<file path="src/rtl/core/smoothed_stroke_quad_expander_defines.svh">
// assertion macros for the smoothed stroke quad expander
// used by the top level only; expects clk and rst_n in scope
`ifndef SMOOTHED_STROKE_QUAD_EXPANDER_DEFINES_SVH
`define SMOOTHED_STROKE_QUAD_EXPANDER_DEFINES_SVH

// same-cycle implication
`define SSQE_ASSERT_NOW(label, ante, cons) \
    label: assert property (@(posedge clk) disable iff (!rst_n) (ante) |-> (cons)) \
        else $error("ssqe check failed");

// next-cycle implication
`define SSQE_ASSERT_NEXT(label, ante, cons) \
    label: assert property (@(posedge clk) disable iff (!rst_n) (ante) |=> (cons)) \
        else $error("ssqe check failed");

`endif

</file>
<file path="src/rtl/core/ssqe_pkg.sv">
// shared types and constants of the smoothed stroke quad expander
// no dependencies
package ssqe_pkg;

    localparam int unsigned NumW = 42;
    localparam int unsigned ResW = 21;
    localparam int unsigned RemW = 24;
    localparam int unsigned SqrtSteps = 21;
    localparam int unsigned DivSteps = 32;

    localparam logic [1:0] CfgStartWidth = 2'd0;
    localparam logic [1:0] CfgBaseWidth  = 2'd1;
    localparam logic [1:0] CfgGain       = 2'd2;
    localparam logic [1:0] CfgSmoothing  = 2'd3;

    localparam logic [15:0] StartWidthRst = 16'd512;
    localparam logic [15:0] BaseWidthRst  = 16'd384;
    localparam logic [15:0] GainRst       = 16'd13107;
    localparam logic [15:0] SmoothingRst  = 16'd19661;

    localparam logic [2:0] LastCorner = 3'd7;

    typedef struct packed {
        logic start;
        logic sqrt_mode;
    } unit_ctl_t;

    function automatic logic [4:0] tex_u_of(input logic [2:0] c);
        logic [4:0] u;
        case (c[2:1])
            2'd0:    u = 5'd0;
            2'd3:    u = 5'd16;
            default: u = 5'd8;
        endcase
        return u;
    endfunction

endpackage

</file>
<file path="src/rtl/core/ssqe_root_div.sv">
// shared restoring unit: integer square root (two bits a step) or division (one bit a step)
// depends on ssqe_pkg
module ssqe_root_div
(
    input  logic                           clk,
    input  logic                           rst_n,
    input  ssqe_pkg::unit_ctl_t            ctl,
    input  logic [ssqe_pkg::NumW-1:0]      num,
    input  logic [ssqe_pkg::ResW-1:0]      divisor,
    output logic [ssqe_pkg::ResW-1:0]      res,
    output logic                           done
);

    logic [ssqe_pkg::NumW-1:0] num_reg, num_next;
    logic [ssqe_pkg::RemW-1:0] rem_reg, rem_next;
    logic [ssqe_pkg::ResW-1:0] res_reg, res_next;
    logic [5:0]                cnt_reg, cnt_next;
    logic                      busy_reg, busy_next;
    logic                      mode_reg, mode_next;
    logic                      done_reg, done_next;
    logic [ssqe_pkg::RemW-1:0] shifted, trial;
    logic                      ge;

    // one compare-subtract, shared by both modes
    always_comb
    begin
        if (mode_reg)
        begin
            shifted = {rem_reg[ssqe_pkg::RemW-3:0], num_reg[ssqe_pkg::NumW-1 -: 2]};
            trial   = {1'b0, res_reg, 2'b01};
        end
        else
        begin
            shifted = {rem_reg[ssqe_pkg::RemW-2:0], num_reg[ssqe_pkg::NumW-1]};
            trial   = {3'b000, divisor};
        end
        ge = (shifted >= trial);
    end

    always_comb
    begin
        num_next  = num_reg;
        rem_next  = rem_reg;
        res_next  = res_reg;
        cnt_next  = cnt_reg;
        busy_next = busy_reg;
        mode_next = mode_reg;
        done_next = 1'b0;
        if (ctl.start)
        begin
            num_next  = num;
            rem_next  = '0;
            res_next  = '0;
            mode_next = ctl.sqrt_mode;
            cnt_next  = ctl.sqrt_mode ? 6'(ssqe_pkg::SqrtSteps) : 6'(ssqe_pkg::DivSteps);
            busy_next = 1'b1;
        end
        else if (busy_reg)
        begin
            rem_next = ge ? (shifted - trial) : shifted;
            res_next = {res_reg[ssqe_pkg::ResW-2:0], ge};
            num_next = mode_reg ? {num_reg[ssqe_pkg::NumW-3:0], 2'b00}
                                : {num_reg[ssqe_pkg::NumW-2:0], 1'b0};
            cnt_next = cnt_reg - 6'd1;
            if (cnt_reg == 6'd1)
            begin
                busy_next = 1'b0;
                done_next = 1'b1;
            end
        end
    end

    always_ff @(posedge clk or negedge rst_n)
    begin
        if (!rst_n)
        begin
            cnt_reg  <= '0;
            busy_reg <= 1'b0;
            mode_reg <= 1'b0;
            done_reg <= 1'b0;
        end
        else
        begin
            cnt_reg  <= cnt_next;
            busy_reg <= busy_next;
            mode_reg <= mode_next;
            done_reg <= done_next;
        end
    end

    always_ff @(posedge clk)
    begin
        num_reg <= num_next;
        rem_reg <= rem_next;
        res_reg <= res_next;
    end

    assign res  = res_reg;
    assign done = done_reg;

endmodule

</file>
<file path="src/rtl/core/smoothed_stroke_quad_expander.sv">
// top level of the smoothed stroke quad expander
// depends on ssqe_pkg, ssqe_root_div and smoothed_stroke_quad_expander_defines.svh
`include "smoothed_stroke_quad_expander_defines.svh"

// Each input transfer is one stroke point (x, y in signed Q.4). A point that
// starts a stroke (action 1, or the first point after reset) is only stored,
// with start_width, and makes no output. Every later point makes one quad
// segment: eight vertex transfers, corner 0..7, with texture coordinates and
// the segment number. The width follows the point spacing, smoothed and
// saturated to 16 bits. The products, the square root and the divisions run
// through one multiplier and one shared restoring unit under a sequencer: two
// squares and the unit start, a 21-step square root, four width steps, then
// four offset divisions, each a product, a start and the 32-step divide (the
// divisions dominate); a zero-length segment skips the divisions. Emission is
// one vertex per cycle from a single output register while the receiver does
// not stall. in_stall stays high from the start of a segment until its last
// vertex is loaded; configuration writes take effect at once and should come
// only when idle.
module smoothed_stroke_quad_expander
(
    input  logic               clk,
    input  logic               rst_n,
    input  logic               cfg_we,
    input  logic [1:0]         cfg_index,
    input  logic [15:0]        cfg_data,
    input  logic               in_valid,
    output logic               in_stall,
    input  logic               action,
    input  logic signed [15:0] point_x,
    input  logic signed [15:0] point_y,
    output logic               out_valid,
    input  logic               out_stall,
    output logic signed [17:0] vertex_x,
    output logic signed [17:0] vertex_y,
    output logic [2:0]         corner,
    output logic [4:0]         tex_u,
    output logic [4:0]         tex_v,
    output logic [15:0]        segment_index,
    output logic               last_vertex
);

    typedef enum logic [3:0] {
        S_IDLE, S_MULX, S_MULY, S_ROOT_GO, S_ROOT_WAIT, S_TGT, S_DIFF,
        S_SMO, S_WID, S_DMUL, S_DIV_GO, S_DIV_WAIT, S_EMIT
    } state_t;

    state_t state_reg;

    // configuration
    logic [15:0] start_width_reg, base_width_reg, gain_reg, smoothing_reg;

    // stroke state
    logic [15:0] prev_x_reg, prev_y_reg, prev_width_reg, seg_count_reg;
    logic        have_point_reg;

    // per-segment working registers
    logic signed [15:0] bx_reg, by_reg;
    logic signed [16:0] dx_reg, dy_reg;
    logic [33:0]        sq_reg;
    logic [20:0]        len_reg;
    logic [21:0]        target_reg, diff_reg;
    logic               up_reg;
    logic [37:0]        sprod_reg;
    logic [15:0]        wb_reg;
    logic [31:0]        dividend_reg;
    logic [1:0]         div_idx_reg;
    logic signed [13:0] off_reg [4];
    logic [2:0]         corner_reg;

    // output register
    logic               out_valid_reg;
    logic signed [17:0] vx_reg, vy_reg;
    logic [2:0]         oc_reg;
    logic [15:0]        oseg_reg;

    logic in_xfer, load;
    assign in_xfer  = in_valid && !in_stall;
    assign in_stall = (state_reg != S_IDLE);
    assign load     = !out_valid_reg || !out_stall;

    // magnitudes of the direction
    logic [15:0] adx, ady;
    assign adx = dx_reg[16] ? 16'(-dx_reg) : dx_reg[15:0];
    assign ady = dy_reg[16] ? 16'(-dy_reg) : dy_reg[15:0];

    // shared multiplier, operands picked by the sequencer
    logic [21:0] mul_a;
    logic [16:0] mul_b;
    logic [38:0] prod;
    always_comb
    begin
        mul_a = '0;
        mul_b = '0;
        case (state_reg)
            S_MULX:
            begin
                mul_a = 22'(adx);
                mul_b = 17'(adx);
            end
            S_MULY:
            begin
                mul_a = 22'(ady);
                mul_b = 17'(ady);
            end
            S_TGT:
            begin
                mul_a = 22'(len_reg);
                mul_b = 17'(gain_reg);
            end
            S_SMO:
            begin
                mul_a = diff_reg;
                mul_b = 17'(smoothing_reg);
            end
            S_DMUL:
            begin
                // p, q use the previous width, r, s the new one
                mul_a = 22'(div_idx_reg[0] ? ady : adx);
                mul_b = 17'(div_idx_reg[1] ? wb_reg : prev_width_reg);
            end
            default:
            begin
                mul_a = '0;
                mul_b = '0;
            end
        endcase
        prod = 39'(mul_a) * 39'(mul_b);
    end

    // root / divide unit
    ssqe_pkg::unit_ctl_t unit_ctl;
    logic [41:0]         unit_num;
    logic [20:0]         unit_res;
    logic                unit_done;
    assign unit_ctl.start     = (state_reg == S_ROOT_GO) || (state_reg == S_DIV_GO);
    assign unit_ctl.sqrt_mode = (state_reg == S_ROOT_GO);
    assign unit_num = (state_reg == S_ROOT_GO) ? {sq_reg, 8'd0} : {dividend_reg, 10'd0};

    ssqe_root_div u_root_div
    (
        .clk     (clk),
        .rst_n   (rst_n),
        .ctl     (unit_ctl),
        .num     (unit_num),
        .divisor (len_reg),
        .res     (unit_res),
        .done    (unit_done)
    );

    // new width, saturated on the way up, rounded down on the way down
    logic [22:0] w_up;
    logic [38:0] w_dec;
    logic [15:0] w_new;
    always_comb
    begin
        w_up  = 23'(prev_width_reg) + 23'(sprod_reg[37:16]);
        w_dec = 39'(sprod_reg) + 39'd65535;
        if (up_reg)
            w_new = (w_up > 23'd65535) ? 16'hFFFF : w_up[15:0];
        else
            w_new = prev_width_reg - w_dec[31:16];
    end

    // signed quotient of the running division
    logic               div_neg;
    logic signed [13:0] div_q;
    assign div_neg = div_idx_reg[0] ? dy_reg[16] : dx_reg[16];
    assign div_q   = div_neg ? -$signed(unit_res[13:0]) : $signed(unit_res[13:0]);

    // vertex of the current corner
    logic signed [17:0] ax, ay, bx, by, p, q, r, s, vx, vy;
    always_comb
    begin
        ax = 18'(signed'(prev_x_reg));
        ay = 18'(signed'(prev_y_reg));
        bx = 18'(bx_reg);
        by = 18'(by_reg);
        p  = 18'(off_reg[0]);
        q  = 18'(off_reg[1]);
        r  = 18'(off_reg[2]);
        s  = 18'(off_reg[3]);
        case (corner_reg)
            3'd0:
            begin
                vx = ax + q - p;
                vy = ay - p - q;
            end
            3'd1:
            begin
                vx = ax - q - p;
                vy = ay + p - q;
            end
            3'd2:
            begin
                vx = ax + q;
                vy = ay - p;
            end
            3'd3:
            begin
                vx = ax - q;
                vy = ay + p;
            end
            3'd4:
            begin
                vx = bx + s;
                vy = by - r;
            end
            3'd5:
            begin
                vx = bx - s;
                vy = by + r;
            end
            3'd6:
            begin
                vx = bx + r + s;
                vy = by + s - r;
            end
            default:
            begin
                vx = bx + r - s;
                vy = by + r + s;
            end
        endcase
    end

    // sequencer, stroke state and output register
    always_ff @(posedge clk or negedge rst_n)
    begin
        if (!rst_n)
        begin
            state_reg       <= S_IDLE;
            start_width_reg <= ssqe_pkg::StartWidthRst;
            base_width_reg  <= ssqe_pkg::BaseWidthRst;
            gain_reg        <= ssqe_pkg::GainRst;
            smoothing_reg   <= ssqe_pkg::SmoothingRst;
            prev_x_reg      <= '0;
            prev_y_reg      <= '0;
            prev_width_reg  <= '0;
            seg_count_reg   <= '0;
            have_point_reg  <= 1'b0;
            div_idx_reg     <= '0;
            corner_reg      <= '0;
            out_valid_reg   <= 1'b0;
        end
        else
        begin
            if (cfg_we)
            begin
                case (cfg_index)
                    ssqe_pkg::CfgStartWidth: start_width_reg <= cfg_data;
                    ssqe_pkg::CfgBaseWidth:  base_width_reg  <= cfg_data;
                    ssqe_pkg::CfgGain:       gain_reg        <= cfg_data;
                    ssqe_pkg::CfgSmoothing:  smoothing_reg   <= cfg_data;
                    default:                 ;
                endcase
            end

            // output holds until taken, reloads while emitting
            if (state_reg == S_EMIT && load)
                out_valid_reg <= 1'b1;
            else if (!out_stall)
                out_valid_reg <= 1'b0;

            case (state_reg)
                S_IDLE:
                begin
                    if (in_xfer)
                    begin
                        if (action || !have_point_reg)
                        begin
                            // new stroke: remember the point only
                            prev_x_reg     <= point_x;
                            prev_y_reg     <= point_y;
                            prev_width_reg <= start_width_reg;
                            seg_count_reg  <= '0;
                            have_point_reg <= 1'b1;
                        end
                        else
                        begin
                            state_reg <= S_MULX;
                        end
                    end
                end
                S_MULX:      state_reg <= S_MULY;
                S_MULY:      state_reg <= S_ROOT_GO;
                S_ROOT_GO:   state_reg <= S_ROOT_WAIT;
                S_ROOT_WAIT:
                begin
                    if (unit_done)
                        state_reg <= S_TGT;
                end
                S_TGT:       state_reg <= S_DIFF;
                S_DIFF:      state_reg <= S_SMO;
                S_SMO:       state_reg <= S_WID;
                S_WID:
                begin
                    div_idx_reg <= '0;
                    corner_reg  <= '0;
                    // zero-length segment: no division, offsets stay zero
                    state_reg   <= (len_reg == '0) ? S_EMIT : S_DMUL;
                end
                S_DMUL:      state_reg <= S_DIV_GO;
                S_DIV_GO:    state_reg <= S_DIV_WAIT;
                S_DIV_WAIT:
                begin
                    if (unit_done)
                    begin
                        div_idx_reg <= div_idx_reg + 2'd1;
                        state_reg   <= (div_idx_reg == 2'd3) ? S_EMIT : S_DMUL;
                    end
                end
                S_EMIT:
                begin
                    if (load)
                    begin
                        corner_reg <= corner_reg + 3'd1;
                        if (corner_reg == ssqe_pkg::LastCorner)
                        begin
                            prev_x_reg     <= bx_reg;
                            prev_y_reg     <= by_reg;
                            prev_width_reg <= wb_reg;
                            seg_count_reg  <= seg_count_reg + 16'd1;
                            state_reg      <= S_IDLE;
                        end
                    end
                end
                default:     state_reg <= S_IDLE;
            endcase
        end
    end

    // datapath registers
    always_ff @(posedge clk)
    begin
        if (in_xfer)
        begin
            bx_reg <= point_x;
            by_reg <= point_y;
            dx_reg <= 17'(point_x) - 17'(signed'(prev_x_reg));
            dy_reg <= 17'(point_y) - 17'(signed'(prev_y_reg));
        end
        case (state_reg)
            S_MULX: sq_reg <= prod[33:0];
            S_MULY: sq_reg <= sq_reg + prod[33:0];
            S_ROOT_WAIT:
            begin
                if (unit_done)
                    len_reg <= unit_res;
            end
            S_TGT:  target_reg <= 22'(base_width_reg) + prod[37:16];
            S_DIFF:
            begin
                up_reg   <= (target_reg >= 22'(prev_width_reg));
                diff_reg <= (target_reg >= 22'(prev_width_reg))
                            ? target_reg - 22'(prev_width_reg)
                            : 22'(prev_width_reg) - target_reg;
            end
            S_SMO:  sprod_reg <= prod[37:0];
            S_WID:
            begin
                wb_reg     <= w_new;
                off_reg[0] <= '0;
                off_reg[1] <= '0;
                off_reg[2] <= '0;
                off_reg[3] <= '0;
            end
            S_DMUL: dividend_reg <= prod[31:0];
            S_DIV_WAIT:
            begin
                if (unit_done)
                    off_reg[div_idx_reg] <= div_q;
            end
            S_EMIT:
            begin
                if (load)
                begin
                    vx_reg   <= vx;
                    vy_reg   <= vy;
                    oc_reg   <= corner_reg;
                    oseg_reg <= seg_count_reg;
                end
            end
            default: ;
        endcase
    end

    assign out_valid     = out_valid_reg;
    assign vertex_x      = vx_reg;
    assign vertex_y      = vy_reg;
    assign corner        = oc_reg;
    assign tex_u         = ssqe_pkg::tex_u_of(oc_reg);
    assign tex_v         = oc_reg[0] ? 5'd16 : 5'd0;
    assign segment_index = oseg_reg;
    assign last_vertex   = (oc_reg == ssqe_pkg::LastCorner);

    // a segment is only ever built from a stored point
    `SSQE_ASSERT_NOW(a_emit_has_point, state_reg == S_EMIT, have_point_reg)
    // the shared unit only finishes while the sequencer waits on it
    `SSQE_ASSERT_NOW(a_done_when_waiting, unit_done,
        state_reg == S_ROOT_WAIT || state_reg == S_DIV_WAIT)
    // the last corner returns the sequencer to idle
    `SSQE_ASSERT_NEXT(a_last_to_idle,
        state_reg == S_EMIT && load && corner_reg == ssqe_pkg::LastCorner,
        state_reg == S_IDLE && out_valid_reg)

endmodule

</file>
<file path="config.mk">
export PLATFORM = sky130hd
export DESIGN_NAME = smoothed_stroke_quad_expander
export DESIGN_NICKNAME = d
export VERILOG_FILES = /design/src/rtl/core/ssqe_pkg.sv /design/src/rtl/core/ssqe_root_div.sv /design/src/rtl/core/smoothed_stroke_quad_expander.sv
export VERILOG_INCLUDE_DIRS = /design/src /design/src/rtl/core
export SDC_FILE = /design/constraint.sdc
export NUM_CORES = 2
export LEC_CHECK = 0
export BUFFER_PORTS_ARGS = -buffer_cell sky130_fd_sc_hd__clkbuf_2
export CAP_MARGIN = 25
export CORE_AREA = 2 2 255 509
export DETAILED_ROUTE_END_ITERATION = 8
export DIE_AREA = 0 0 257 511
export GPL_TIMING_DRIVEN = 0
export PLACE_DENSITY_LB_ADDON = 0.05
export SLEW_MARGIN = 20
export SYNTH_ARGS = -nofsm -noshare
export SYNTH_HDL_FRONTEND = slang
export SYNTH_HIERARCHICAL = 1
export SYNTH_SLANG_ARGS = --single-unit
export TNS_END_PERCENT = 1
</file>
<file path="constraint.sdc">
create_clock -name clk -period 14.2 [get_ports clk]
set_input_delay 2.84 -clock clk [delete_from_list [all_inputs] [get_ports clk]]
set_output_delay 2.84 -clock clk [all_outputs]
set_load 0.05 [all_outputs]
</file>
==> out/results.ini <==
[clock_network]
cts_max_level=2
holdBufCountCts=0
clkLatencyLatePin_ns=0.73
clock_tree.buffer_depth=3
post_cts_buffers=0
postCtsResizedCells=0
cts_tree=done
root_buffer=clkbuf_16
numCtsBuffers=60
clkTransAtPathRegs_ns=0.07
cts.sinks=597

[synthesis]
syn_inst=6209
yosysSeqAreaShare_pct=29.41
synth_top_area_cell=edfxtp_1
synth_top_cell_area_share_pct=21.33
synth.distinct_cells=112
synthFlopType=edfxtp_1
synth_warnings=6
synth_area_um2=57020
synth-seq-cells=597
ys_top_cells_by_area=edfxtp_1 21%, ha_1 11%, fa_1 11%
syn-mean-instance-area_um2=9.183
synth_edf_count=405
synthArstFlopShare_pct=24.79

[route]
wl_per_cell_um=26.58
vias=48630
postRouteAntennaNets=0
dr.pass1.iters=6
drt_iter0_drc=4586
via_per_inst=5.943
route.detailed.drc=0
routed_wl_um=217500

[pwr]
ir_drop_v=0.0001137
power.density_nw_per_um2=61.63
p_total_w=0.003860
p_leak_nw=26.98

[critical_path]
path_common_cell=fa_1
path_class=reg2reg
critPathBufInv=9
crit_required_ns=14.62
end_kind=flop
cpMaxStageDelayCell=clkbuf_1
cpPeakStageDelay_ns=0.75
cp-start-kind=flop
path_delay_family=adder cells
arrival_ns=13.89
cp_max_fo=26

[timing]
slew_violations=0
setup-violations-final=0
max_slew_margin_pct=19.22
fin_crit_sh_pct=94.79
fin_crit_ns=13.46
tightest_slew_ns=1.212
max_freq_mhz=74.29
skew_ns=0.05789
rsz0062_at_grt=no
hold_viol_final=0

[die]
die_x_um=257
initial_core_util_pct=44.63
dieArea_um2=131300
core_um2=127800
num_rows=186
die_y_um=511
ios=124

[final_layout]
fin_cells=8183
area_growth_pct=9.844
drive_gt1_share_pct=8.184
largest_reg_flops=56
mostFrequentLayoutCell=inv_1
num-fill-cells=12320
layout_common_cells=653 x inv_1, 577 x nand2_1, 573 x nor2_1, 523 x ha_1, 405 x edfxtp_1
final_net_count=7332

[global_route]
overflow=0
grt_pass1_vias=47420
grt_pass1_wl_um=319200
grt_usage_pct=32.74
grt_max_degree=85
antenna_found_initial=9

[placed_design]
dpl.hpwl_um=174700
place.gp.congestion=0.9792
dp.cells=8063
port_buffers=116

[job]
drv_cap=0

[hold_path]
hold_path_class=reg2reg

[status]
status=complete, no violations

[worst paths after layout]
check / from / endpoint / slack [ns] / cells after the start
worst max-delay path: state_reg[2] / sq_reg[32] / 0.74 / 38
worst min-delay path: u_root_div/res[20] / len_reg[20] / 0.47 / 0
worst max register to register: state_reg[2] / sq_reg[32] / 0.74 / 38
worst min register to register: u_root_div/res[20] / len_reg[20] / 0.47 / 0
max in group asynchronous: rst_n / base_width_reg[8] / 10.99 / 2
min in group asynchronous: rst_n / prev_x_reg[15] / 2.15 / 1
[cells in the mapped netlist, drive strengths merged, types with 63 or more instances]
library cell  instances
o21ai               301
dfrtp               129
mux2                130
a22oi                82
nand3               101
xnor2               244
nor3                114
a21oi               348
a21o                 81
ha                  523
xor2                136
inv                 661
edfxtp              405
nor2                577
nand2b               78
mux2i               126
o22ai                72
fa                  316
nand2               577
nor2b                63
clkbuf              204
[layer usage]
| metal | global-route usage, % | up-vias | part of all wire, % |
|---|---|---|---|
| met5 | 0 | - | 0.022 |
| met4 | 12.00 | 8 | 4.1 |
| met3 | 4.480 | 323 | 6.5 |
| met2 | 51.74 | 1736 | 45 |
| met1 | 45.61 | 24300 | 44 |
| li1 | - | 22260 | - |
[metrics by stage]
stage / utilization (%) / setup slack, ns / TNS, ns / instance area [um2] / hold WS [ns]
4_1_cts: 48.97 / 0.8267 / 0 / 62570 / 0.4693
3_5_place_dp: 47.29 / 0.9338 / 0 / 60410 / 0.4500
3_3_place_gp: 46.78 / -1.149 / -13.00 / 59770 / 0.4522
5_1_grt: 49.02 / 0.1874 / 0 / 62630 / 0.4805
2_1_floorplan: - / 3.419 / 0 / 57070 / 0.4293
6_report: 49.02 / 0.7393 / 0 / 62630 / 0.4742
[logic make-up after synthesis]
kind of cell / Yosys count / synth area share (%)
AO/OA/AOI/OAI: 1445 / 16.93
XOR/XNOR: 381 / 5.892
adder cells (fa/ha/maj): 839 / 22.57
buffers and inverters: 906 / 6.122
flip-flops: 597 / 29.41
multiplexers: 256 / 4.793
other: 1 / 0.006577
AND/OR/NAND/NOR: 1784 / 14.28
[power breakdown]
part           switching, W  internal [W]  leakage [nW]
clock              0.000825      0.000998          1.04
sequential        0.0000194       0.00189          5.75
combinational     0.0000711     0.0000574          20.2
total              0.000916       0.00294          27.0
[worst register-to-register path, delay by kind of cell (launching register included)]
kind,cells,cell delay [ns]
AOI/OAI and AO/OA,13,3.64
xor gates and xnor gates,2,0.82
adders and majority gates,8,3.75
buffers and inverters,9,2.79
DFF,1,0.40
and+or+nand+nor,6,1.79
[area by class of cell]
class	count	area [um2]	share of cell area (%)
clock inverter	42	529.3	0.8450
clock buffer	71	1627	2.597
multi-input combinational	4720	36930	58.96
antenna	3	7.507	0.01199
timing repair buffer	152	1142	1.824
tap	1692	2117	3.380
inverter	661	2484	3.965
sequential	597	16770	26.78
buffer	245	1026	1.638
No activity file was read; power rests on OpenSTA's default activity.
